===== src/rtl/core/scl_pkg.sv =====
// ----------------------------------------------------------------------------
// scl_pkg
// Shared types, constants and knot tables for the spectrum colormap unit.
// ----------------------------------------------------------------------------
package scl_pkg;

    // Field widths
    localparam int SAMPLE_W = 32;
    localparam int SCALE_W  = 32;
    localparam int CHAN_W   = 8;

    // Magnitude of a non-negative sample times the scale
    localparam int PROD_W = (SAMPLE_W - 1) + SCALE_W;

    // Default fraction bits of sample, scale and normalized value
    localparam int DEFAULT_FRAC_BITS = 16;

    // Scale register reset: 1.0 in Q16.16
    localparam logic [SCALE_W-1:0] SCALE_RESET = 32'd65536;

    // Knot tables
    localparam int KNOT_COUNT = 11;
    localparam int LAST_KNOT  = KNOT_COUNT - 1;
    localparam int KNOT_IDX_W = $clog2(KNOT_COUNT);

    localparam logic [CHAN_W-1:0] ALPHA_VALUE = 8'd96;

    // Depth of the queue between front and back
    localparam int QUEUE_DEPTH = 2;

    // Channel order inside an rgb_t
    localparam int CH_RED   = 0;
    localparam int CH_GREEN = 1;
    localparam int CH_BLUE  = 2;
    localparam int CH_COUNT = 3;

    typedef logic [CH_COUNT-1:0][CHAN_W-1:0] rgb_t;

    // Item handed from front to back
    typedef struct packed {
        logic [PROD_W-1:0] product;
        logic              black;
        logic              last;
    } front_item_t;

    // Knot colors, indexed by knot number
    function automatic rgb_t knot_rgb(input logic [KNOT_IDX_W-1:0] idx);
        rgb_t c;
        c = '0;
        unique case (idx)
            4'd0:    begin c[CH_RED] = 8'd0;   c[CH_GREEN] = 8'd0;   c[CH_BLUE] = 8'd128; end
            4'd1:    begin c[CH_RED] = 8'd38;  c[CH_GREEN] = 8'd0;   c[CH_BLUE] = 8'd106; end
            4'd2:    begin c[CH_RED] = 8'd76;  c[CH_GREEN] = 8'd0;   c[CH_BLUE] = 8'd211; end
            4'd3:    begin c[CH_RED] = 8'd0;   c[CH_GREEN] = 8'd0;   c[CH_BLUE] = 8'd230; end
            4'd4:    begin c[CH_RED] = 8'd0;   c[CH_GREEN] = 8'd140; c[CH_BLUE] = 8'd120; end
            4'd5:    begin c[CH_RED] = 8'd0;   c[CH_GREEN] = 8'd180; c[CH_BLUE] = 8'd60;  end
            4'd6:    begin c[CH_RED] = 8'd0;   c[CH_GREEN] = 8'd250; c[CH_BLUE] = 8'd0;   end
            4'd7:    begin c[CH_RED] = 8'd60;  c[CH_GREEN] = 8'd180; c[CH_BLUE] = 8'd0;   end
            4'd8:    begin c[CH_RED] = 8'd120; c[CH_GREEN] = 8'd120; c[CH_BLUE] = 8'd0;   end
            4'd9:    begin c[CH_RED] = 8'd180; c[CH_GREEN] = 8'd60;  c[CH_BLUE] = 8'd0;   end
            4'd10:   begin c[CH_RED] = 8'd255; c[CH_GREEN] = 8'd0;   c[CH_BLUE] = 8'd0;   end
            default: c = '0;
        endcase
        return c;
    endfunction

endpackage


===== src/rtl/core/scl_channels.sv =====
// ----------------------------------------------------------------------------
// scl_channels
// Valid/ready channels of the colormap unit: samples, colors, configuration.
// ----------------------------------------------------------------------------
interface scl_sample_if
    import scl_pkg::*;
();
    logic                valid;
    logic                ready;
    logic [SAMPLE_W-1:0] sample_value;
    logic                last_in;

    modport source (output valid, output sample_value, output last_in, input ready);
    modport sink   (input valid, input sample_value, input last_in, output ready);
endinterface

interface scl_color_if
    import scl_pkg::*;
();
    logic              valid;
    logic              ready;
    logic [CHAN_W-1:0] red;
    logic [CHAN_W-1:0] green;
    logic [CHAN_W-1:0] blue;
    logic [CHAN_W-1:0] alpha;
    logic              last_out;

    modport source (output valid, output red, output green, output blue, output alpha,
                    output last_out, input ready);
    modport sink   (input valid, input red, input green, input blue, input alpha,
                    input last_out, output ready);
endinterface

interface scl_cfg_if
    import scl_pkg::*;
();
    logic               valid;
    logic               ready;
    logic [SCALE_W-1:0] inv_max_scale;

    modport source (output valid, output inv_max_scale, input ready);
    modport sink   (input valid, input inv_max_scale, output ready);
endinterface


===== src/rtl/core/spectrum_colormap_lerp_unit.sv =====
// ----------------------------------------------------------------------------
// spectrum_colormap_lerp_unit
// Maps a signed fixed-point sample to an RGBA color through an 11-knot table.
// Path: a sample passes through the front product stage, the queue, the index
// stage, the multiply stage and the output register.
// Throughput: one item per cycle while the colors output is ready; the 31x32 product is formed in the front stage.
// Reset: valid bits and queue clear, scale register returns to 1.0.
// ----------------------------------------------------------------------------
module spectrum_colormap_lerp_unit
    import scl_pkg::*;
#(
    parameter int FRAC_BITS = DEFAULT_FRAC_BITS
)
(
    input  logic        clk,
    input  logic        rst_n,
    scl_sample_if.sink  samples,
    scl_color_if.source colors,
    scl_cfg_if.sink     cfg
);

    // Scale register
    logic [SCALE_W-1:0] scale_reg;

    assign cfg.ready = 1'b1;

    always_ff @(posedge clk or negedge rst_n)
    begin
        if (!rst_n)
            scale_reg <= SCALE_RESET;
        else if (cfg.valid && cfg.ready)
            scale_reg <= cfg.inv_max_scale;
    end

    front_item_t front_item;
    logic        front_valid;
    logic        front_ready;
    front_item_t back_item;
    logic        back_valid;
    logic        back_ready;

    scl_front u_front (
        .clk           (clk),
        .rst_n         (rst_n),
        .samples       (samples),
        .inv_max_scale (scale_reg),
        .item          (front_item),
        .item_valid    (front_valid),
        .item_ready    (front_ready)
    );

    scl_queue u_queue (
        .clk        (clk),
        .rst_n      (rst_n),
        .push_item  (front_item),
        .push_valid (front_valid),
        .push_ready (front_ready),
        .pop_item   (back_item),
        .pop_valid  (back_valid),
        .pop_ready  (back_ready)
    );

    scl_back #(
        .FRAC_BITS (FRAC_BITS)
    ) u_back (
        .clk        (clk),
        .rst_n      (rst_n),
        .item       (back_item),
        .item_valid (back_valid),
        .item_ready (back_ready),
        .colors     (colors)
    );

endmodule


===== src/rtl/core/scl_front.sv =====
// ----------------------------------------------------------------------------
// scl_front
// Accepts samples, classifies negative ones and forms the scaled product.
// ----------------------------------------------------------------------------
module scl_front
    import scl_pkg::*;
(
    input  logic               clk,
    input  logic               rst_n,
    scl_sample_if.sink         samples,
    input  logic [SCALE_W-1:0] inv_max_scale,
    output front_item_t        item,
    output logic               item_valid,
    input  logic               item_ready
);

    logic        valid_reg;
    logic        valid_next;
    front_item_t item_reg;
    front_item_t item_next;
    logic        load;
    logic        negative;
    logic [SAMPLE_W-2:0] mag;

    assign samples.ready = !valid_reg || item_ready;
    assign load          = samples.valid && samples.ready;

    // Classify: negative with nonzero scale is black; negative with zero scale maps to 0
    always_comb
    begin
        negative          = samples.sample_value[SAMPLE_W-1];
        mag               = negative ? '0 : samples.sample_value[SAMPLE_W-2:0];
        item_next.black   = negative && (inv_max_scale != '0);
        item_next.last    = samples.last_in;
        item_next.product = PROD_W'(mag) * PROD_W'(inv_max_scale);
    end

    // Stage valid
    always_comb
    begin
        if (load)
            valid_next = 1'b1;
        else if (item_ready)
            valid_next = 1'b0;
        else
            valid_next = valid_reg;
    end

    always_ff @(posedge clk or negedge rst_n)
    begin
        if (!rst_n)
            valid_reg <= 1'b0;
        else
            valid_reg <= valid_next;
    end

    always_ff @(posedge clk)
    begin
        if (load)
            item_reg <= item_next;
    end

    assign item       = item_reg;
    assign item_valid = valid_reg;

endmodule


===== src/rtl/core/scl_queue.sv =====
// ----------------------------------------------------------------------------
// scl_queue
// Short FIFO between front and back so that each side stalls on its own.
// ----------------------------------------------------------------------------
module scl_queue
    import scl_pkg::*;
(
    input  logic        clk,
    input  logic        rst_n,
    input  front_item_t push_item,
    input  logic        push_valid,
    output logic        push_ready,
    output front_item_t pop_item,
    output logic        pop_valid,
    input  logic        pop_ready
);

    localparam int PTR_W = (QUEUE_DEPTH > 1) ? $clog2(QUEUE_DEPTH) : 1;
    localparam int CNT_W = $clog2(QUEUE_DEPTH + 1);

    front_item_t      mem_reg [QUEUE_DEPTH];
    logic [PTR_W-1:0] wr_ptr_reg;
    logic [PTR_W-1:0] wr_ptr_next;
    logic [PTR_W-1:0] rd_ptr_reg;
    logic [PTR_W-1:0] rd_ptr_next;
    logic [CNT_W-1:0] count_reg;
    logic [CNT_W-1:0] count_next;
    logic             push;
    logic             pop;

    assign push_ready = (count_reg != CNT_W'(QUEUE_DEPTH));
    assign pop_valid  = (count_reg != '0);
    assign push       = push_valid && push_ready;
    assign pop        = pop_valid && pop_ready;
    assign pop_item   = mem_reg[rd_ptr_reg];

    // Pointer and count update
    always_comb
    begin
        wr_ptr_next = wr_ptr_reg;
        rd_ptr_next = rd_ptr_reg;
        count_next  = count_reg;
        if (push)
            wr_ptr_next = (wr_ptr_reg == PTR_W'(QUEUE_DEPTH - 1)) ? '0 : wr_ptr_reg + 1'b1;
        if (pop)
            rd_ptr_next = (rd_ptr_reg == PTR_W'(QUEUE_DEPTH - 1)) ? '0 : rd_ptr_reg + 1'b1;
        if (push && !pop)
            count_next = count_reg + 1'b1;
        else if (pop && !push)
            count_next = count_reg - 1'b1;
    end

    always_ff @(posedge clk or negedge rst_n)
    begin
        if (!rst_n)
        begin
            wr_ptr_reg <= '0;
            rd_ptr_reg <= '0;
            count_reg  <= '0;
        end
        else
        begin
            wr_ptr_reg <= wr_ptr_next;
            rd_ptr_reg <= rd_ptr_next;
            count_reg  <= count_next;
        end
    end

    // Entry storage
    always_ff @(posedge clk)
    begin
        if (push)
            mem_reg[wr_ptr_reg] <= push_item;
    end

endmodule


===== src/rtl/core/scl_back.sv =====
// ----------------------------------------------------------------------------
// scl_back
// Splits the normalized value into knot index and fraction, interpolates
// red, green and blue between knots and holds the result in an output stage.
// ----------------------------------------------------------------------------
module scl_back
    import scl_pkg::*;
#(
    parameter int FRAC_BITS = DEFAULT_FRAC_BITS
)
(
    input  logic        clk,
    input  logic        rst_n,
    input  front_item_t item,
    input  logic        item_valid,
    output logic        item_ready,
    scl_color_if.source colors
);

    localparam int NORM_W   = PROD_W - FRAC_BITS;
    localparam int SCALED_W = NORM_W + 4;
    localparam int IDX_W    = SCALED_W - FRAC_BITS;
    localparam int MUL_W    = FRAC_BITS + CHAN_W;

    // Pipeline enables: a stage moves when it is empty or the next one moves
    logic s1_valid_reg;
    logic s2_valid_reg;
    logic out_valid_reg;
    logic en_out;
    logic en_s2;
    logic en_s1;

    assign en_out     = !out_valid_reg || colors.ready;
    assign en_s2      = !s2_valid_reg || en_out;
    assign en_s1      = !s1_valid_reg || en_s2;
    assign item_ready = en_s1;

    // Stage 1: times ten, knot index, fraction
    logic [NORM_W-1:0]     norm;
    logic [SCALED_W-1:0]   scaled;
    logic [IDX_W-1:0]      idx_full;
    logic [KNOT_IDX_W-1:0] s1_idx_reg;
    logic [FRAC_BITS-1:0]  s1_frac_reg;
    logic                  s1_sat_reg;
    logic                  s1_black_reg;
    logic                  s1_last_reg;

    always_comb
    begin
        norm     = item.product[PROD_W-1:FRAC_BITS];
        scaled   = SCALED_W'({norm, 3'b000}) + SCALED_W'({norm, 1'b0});
        idx_full = scaled[SCALED_W-1:FRAC_BITS];
    end

    always_ff @(posedge clk)
    begin
        if (en_s1)
        begin
            s1_idx_reg   <= idx_full[KNOT_IDX_W-1:0];
            s1_frac_reg  <= scaled[FRAC_BITS-1:0];
            s1_sat_reg   <= (idx_full >= IDX_W'(LAST_KNOT));
            s1_black_reg <= item.black;
            s1_last_reg  <= item.last;
        end
    end

    // Stage 2: knot lookup, signed distance, fraction times distance
    rgb_t                                 lo_knot;
    rgb_t                                 hi_knot;
    logic [CH_COUNT-1:0]                  down;
    logic [CH_COUNT-1:0][CHAN_W-1:0]      diff;
    rgb_t                                 s2_lo_reg;
    logic [CH_COUNT-1:0]                  s2_down_reg;
    logic [CH_COUNT-1:0][MUL_W-1:0]       s2_mul_reg;
    logic                                 s2_sat_reg;
    logic                                 s2_black_reg;
    logic                                 s2_last_reg;

    always_comb
    begin
        lo_knot = knot_rgb(s1_idx_reg);
        hi_knot = knot_rgb(KNOT_IDX_W'(s1_idx_reg + 1'b1));
        for (int c = 0; c < CH_COUNT; c++)
        begin
            down[c] = hi_knot[c] < lo_knot[c];
            diff[c] = down[c] ? (lo_knot[c] - hi_knot[c]) : (hi_knot[c] - lo_knot[c]);
        end
    end

    always_ff @(posedge clk)
    begin
        if (en_s2)
        begin
            for (int c = 0; c < CH_COUNT; c++)
                s2_mul_reg[c] <= MUL_W'(s1_frac_reg) * MUL_W'(diff[c]);
            s2_lo_reg    <= lo_knot;
            s2_down_reg  <= down;
            s2_sat_reg   <= s1_sat_reg;
            s2_black_reg <= s1_black_reg;
            s2_last_reg  <= s1_last_reg;
        end
    end

    // Stage 3: apply the truncated step, saturate, blank negatives
    rgb_t rgb_next;
    rgb_t out_rgb_reg;
    logic out_last_reg;
    logic [CHAN_W-1:0] step;

    always_comb
    begin
        rgb_next = '0;
        step     = '0;
        for (int c = 0; c < CH_COUNT; c++)
        begin
            step        = s2_mul_reg[c][MUL_W-1:FRAC_BITS];
            rgb_next[c] = s2_down_reg[c] ? (s2_lo_reg[c] - step) : (s2_lo_reg[c] + step);
        end
        priority if (s2_black_reg)
            rgb_next = '0;
        else if (s2_sat_reg)
            rgb_next = knot_rgb(KNOT_IDX_W'(LAST_KNOT));
    end

    always_ff @(posedge clk)
    begin
        if (en_out)
        begin
            out_rgb_reg  <= rgb_next;
            out_last_reg <= s2_last_reg;
        end
    end

    // Stage valids
    always_ff @(posedge clk or negedge rst_n)
    begin
        if (!rst_n)
        begin
            s1_valid_reg  <= 1'b0;
            s2_valid_reg  <= 1'b0;
            out_valid_reg <= 1'b0;
        end
        else
        begin
            if (en_s1)
                s1_valid_reg <= item_valid;
            if (en_s2)
                s2_valid_reg <= s1_valid_reg;
            if (en_out)
                out_valid_reg <= s2_valid_reg;
        end
    end

    assign colors.valid    = out_valid_reg;
    assign colors.red      = out_rgb_reg[CH_RED];
    assign colors.green    = out_rgb_reg[CH_GREEN];
    assign colors.blue     = out_rgb_reg[CH_BLUE];
    assign colors.alpha    = ALPHA_VALUE;
    assign colors.last_out = out_last_reg;

endmodule

===== src/flat_wrapper.sv =====
// flat-port wrapper written by rule: the top's interface ports become plain ports
module spectrum_colormap_lerp_unit_flat import scl_pkg::*;
#(
    parameter int FRAC_BITS = DEFAULT_FRAC_BITS
)
  (clk, rst_n, samples_valid, samples_sample_value, samples_last_in, samples_ready, colors_valid, colors_red, colors_green, colors_blue, colors_alpha, colors_last_out, colors_ready, cfg_valid, cfg_inv_max_scale, cfg_ready);
  scl_sample_if samples_i ();
  scl_color_if colors_i ();
  scl_cfg_if cfg_i ();
  input  logic clk;
  input  logic rst_n;
  input wire logic [$bits(samples_i.valid)-1:0] samples_valid;
  input wire logic [$bits(samples_i.sample_value)-1:0] samples_sample_value;
  input wire logic [$bits(samples_i.last_in)-1:0] samples_last_in;
  output wire logic [$bits(samples_i.ready)-1:0] samples_ready;
  output wire logic [$bits(colors_i.valid)-1:0] colors_valid;
  output wire logic [$bits(colors_i.red)-1:0] colors_red;
  output wire logic [$bits(colors_i.green)-1:0] colors_green;
  output wire logic [$bits(colors_i.blue)-1:0] colors_blue;
  output wire logic [$bits(colors_i.alpha)-1:0] colors_alpha;
  output wire logic [$bits(colors_i.last_out)-1:0] colors_last_out;
  input wire logic [$bits(colors_i.ready)-1:0] colors_ready;
  input wire logic [$bits(cfg_i.valid)-1:0] cfg_valid;
  input wire logic [$bits(cfg_i.inv_max_scale)-1:0] cfg_inv_max_scale;
  output wire logic [$bits(cfg_i.ready)-1:0] cfg_ready;
  assign samples_i.valid = samples_valid;
  assign samples_i.sample_value = samples_sample_value;
  assign samples_i.last_in = samples_last_in;
  assign samples_ready = samples_i.ready;
  assign colors_valid = colors_i.valid;
  assign colors_red = colors_i.red;
  assign colors_green = colors_i.green;
  assign colors_blue = colors_i.blue;
  assign colors_alpha = colors_i.alpha;
  assign colors_last_out = colors_i.last_out;
  assign colors_i.ready = colors_ready;
  assign cfg_i.valid = cfg_valid;
  assign cfg_i.inv_max_scale = cfg_inv_max_scale;
  assign cfg_ready = cfg_i.ready;
  spectrum_colormap_lerp_unit #(.FRAC_BITS(FRAC_BITS)) u_core (.clk(clk), .rst_n(rst_n), .samples(samples_i), .colors(colors_i), .cfg(cfg_i));
endmodule

===== config.mk =====
export PLATFORM = sky130hd
export DESIGN_NAME = spectrum_colormap_lerp_unit_flat
export DESIGN_NICKNAME = d
export VERILOG_FILES = /design/src/rtl/core/scl_pkg.sv /design/src/rtl/core/scl_channels.sv /design/src/rtl/core/spectrum_colormap_lerp_unit.sv /design/src/rtl/core/scl_front.sv /design/src/rtl/core/scl_queue.sv /design/src/rtl/core/scl_back.sv /design/src/flat_wrapper.sv
export SDC_FILE = /design/constraint.sdc
export NUM_CORES = 2
export LEC_CHECK = 0
export BUFFER_PORTS_ARGS = -buffer_cell sky130_fd_sc_hd__buf_4
export CAP_MARGIN = 5
export CELL_PAD_IN_SITES_DETAIL_PLACEMENT = 0
export CELL_PAD_IN_SITES_GLOBAL_PLACEMENT = 1
export CORE_MARGIN = 2
export CORE_UTILIZATION = 45
export CTS_CLUSTER_DIAMETER = 120
export DETAILED_ROUTE_END_ITERATION = 6
export GPL_ROUTABILITY_DRIVEN = 0
export PLACE_DENSITY_LB_ADDON = 0.1
export SYNTH_ARGS = -nofsm -noshare
export SYNTH_HDL_FRONTEND = slang
export SYNTH_SLANG_ARGS = --single-unit

===== constraint.sdc =====
create_clock -name clk -period 11.1 [get_ports clk]
set_input_delay 2.775 -clock clk [delete_from_list [all_inputs] [get_ports clk]]
set_output_delay 2.775 -clock clk [all_outputs]
set_load 0.01 [all_outputs]

==> results.toml <==
[run_status]
status = "complete, no violations"

[sta]
tightest_slew_ps = 1250
clock_skew_ps = 29.6
max_freq_ghz = 0.0943
layout_min_cycle_time_ps = 10600
finalCritPeriodShare = 0.955
slew_violations = 0
timing.slew.headroom = 0.168
rsz0062_at_grt = "false"
final-setup-viol-count = 0
hold_viol = 0
timing.final.ws_setup_ps = 497

[clocking]
insertion_delay_ps = 580
numCtsBuffers = 37
cts_tree = "yes"
cts_resized = 0
h-tree-depth = 2
holdBufCountCts = 0
cts_buffer_depth = 3
path_clk_slew_ps = 60
clock_sinks = 308
cts_setup_buffers = 0
cts_root_buf = "clkbuf_16"

[logic_synthesis]
ys_ff_latch = 308
async_flop_share = 0.130
yosys.cell_types.count = 80
ys.warnings.count = 0
syn_area_um2 = 57800
synthesis.instances = 5963
avgSynthCellArea_um2 = 9.69
seq_area_frac_synth = 0.153
synth-edff-count = 246
synth_ff_type = "edfxtp_1"

[worst_setup_path]
crit_required_ps = 11410
path_buf_inv = 9
path_max_fanout = 14
end_kind = "flop"
rrSetupSlack_ps = 1180
r2r_start = "u_core.u_back.s1_idx_reg[1]"
slowest_delay_ps = 570
path_common_cell = "fa_1"
r2r_end = "u_core.u_back.s2_mul_reg[70]"
crit_slowest_cell = "fa_1"
cp.arrival_ps = 10910
rr_worst_depth = 30
worstSetupPathType = "in -> reg"
start_kind = "primary input"
crit_family = "adder cells"

[routing]
route.detailed.drc = 0
totalWireLength_um = 148000
vias = 39400
ant_nets = 0
routed_via_density = 5.10
wire_per_inst_um = 19.2
first_pass_iters = 5
drtIter0Drc = 1794

[layout]
synthToLayoutAreaGrowth_pct = 8.96
drive_gt1_frac = 0.0898
multi_input_area_um2 = 43600
utilization = 0.494
final_cell_mix = "1161 x inv_1, 1094 x fa_1, 726 x and2_1"
fillers = 12100
final_area_um2 = 63000
ff_latch_area_um2 = 8840
stdcell_count = 7741
largest_reg_flops = 98
layout_commonest_cell = "inv_1"
nets = 7723

[floorplanning]
floorplan.die_area_um2 = 131000
fp.dieH_um = 362
core_area_um2 = 128000
boundaryPins = 106
fp-row-count = 131
dieWidth_um = 362
start_util = 0.453

[run]
cap_violations = 0

[grt]
grt_max_degree = 51
grtUsageMet3 = 0.0197
overflow = 0
grt_pass1_vias = 42600
grtUsageTotal = 0.232
grt.busiest_layer = "met2"
grt_pass1_wl_um = 238000
antenna_found_initial = 0
use_met2 = 0.402
grt_util_met1 = 0.318

[worst_hold_path]
min_path_cells = 0
worstHoldStart = "u_core.u_back.s2_last_reg"
min_path_type = "reg -> reg"
holdPathEnd = "u_core.u_back.colors.last_out"

[place]
place.detailed.instances = 7671
port_buffers = 96
dp_slack_ps = -336
placed_cell_area_um2 = 61700
post-dp-hpwl_um = 122000
routing by layer:
metal / routed length, um / vias up
li1: - / 18400
met4: 3040 / 0
met2: 72600 / 645
met3: 5070 / 147
met5: 0 / -
met1: 67800 / 20200
kinds of logic after synthesis:
kind of cell             share of synthesized area
flip-flops                                   0.153
other                                     0.000130
multiplexers                                0.0206
adder cells (fa/ha/maj)                      0.490
buffers and inverters                       0.0954
AND/OR/NAND/NOR                              0.165
AO/OA/AOI/OAI                               0.0535
XOR/XNOR                                    0.0230
cells in the mapped netlist (24+ instances only):
library cell | number | area share
a21o_1 | 80 | 0.010
a21oi_1 | 143 | 0.012
and2_1 | 727 | 0.079
and3_1 | 34 | 0.0037
clkbuf_1 | 281 | 0.018
dfrtp_1 | 39 | 0.017
edfxtp_1 | 246 | 0.13
fa_1 | 1094 | 0.38
ha_1 | 511 | 0.11
inv_1 | 1161 | 0.075
mux2_2 | 83 | 0.016
nand2_1 | 679 | 0.044
nand2b_1 | 41 | 0.0044
nand3_1 | 32 | 0.0028
nand4_1 | 33 | 0.0036
nor2_1 | 138 | 0.0090
nor2b_1 | 84 | 0.0091
nor3_1 | 31 | 0.0027
o21a_1 | 24 | 0.0031
o21ai_0 | 76 | 0.0066
o21bai_1 | 24 | 0.0031
xnor2_1 | 109 | 0.017
xor2_1 | 43 | 0.0065
through the flow:
stage | hold slack (ps) | TNS (ps)
final | 410 | 0
after global routing | 420 | 0
after CTS | 410 | 0
after detailed placement | 414 | -2390
after global placement | 413 | -1240
after floorplan | 400 | 0
final cells by class:
| type | count | area share |
|---|---|---|
| Multi-Input combinational cell | 4203 | 0.692 |
| Sequential cell | 308 | 0.140 |
| Inverter | 1162 | 0.0693 |
| Timing Repair Buffer | 336 | 0.0444 |
| Tap cell | 1662 | 0.0330 |
| Clock buffer | 46 | 0.0157 |
| Clock inverter | 22 | 0.00455 |
| Antenna cell | 2 | 0.0000795 |
worst max path at each step:
stage / startpoint / endpoint / depth (start not counted)
2_1_floorplan: samples_sample_value[31] / u_core.u_front.item[63] / 28
3_3_place_gp: samples_sample_value[31] / u_core.u_front.item[63] / 33
3_5_place_dp: samples_sample_value[31] / u_core.u_front.item[63] / 33
4_1_cts: samples_sample_value[31] / u_core.u_front.item[63] / 33
5_1_grt: samples_sample_value[31] / u_core.u_front.item[64] / 30
6_report: samples_sample_value[31] / u_core.u_front.item[64] / 30
Power is left out: the tool's default activity adds up to more than one toggle a clock period on the data nets, which glitch-free logic cannot reach.
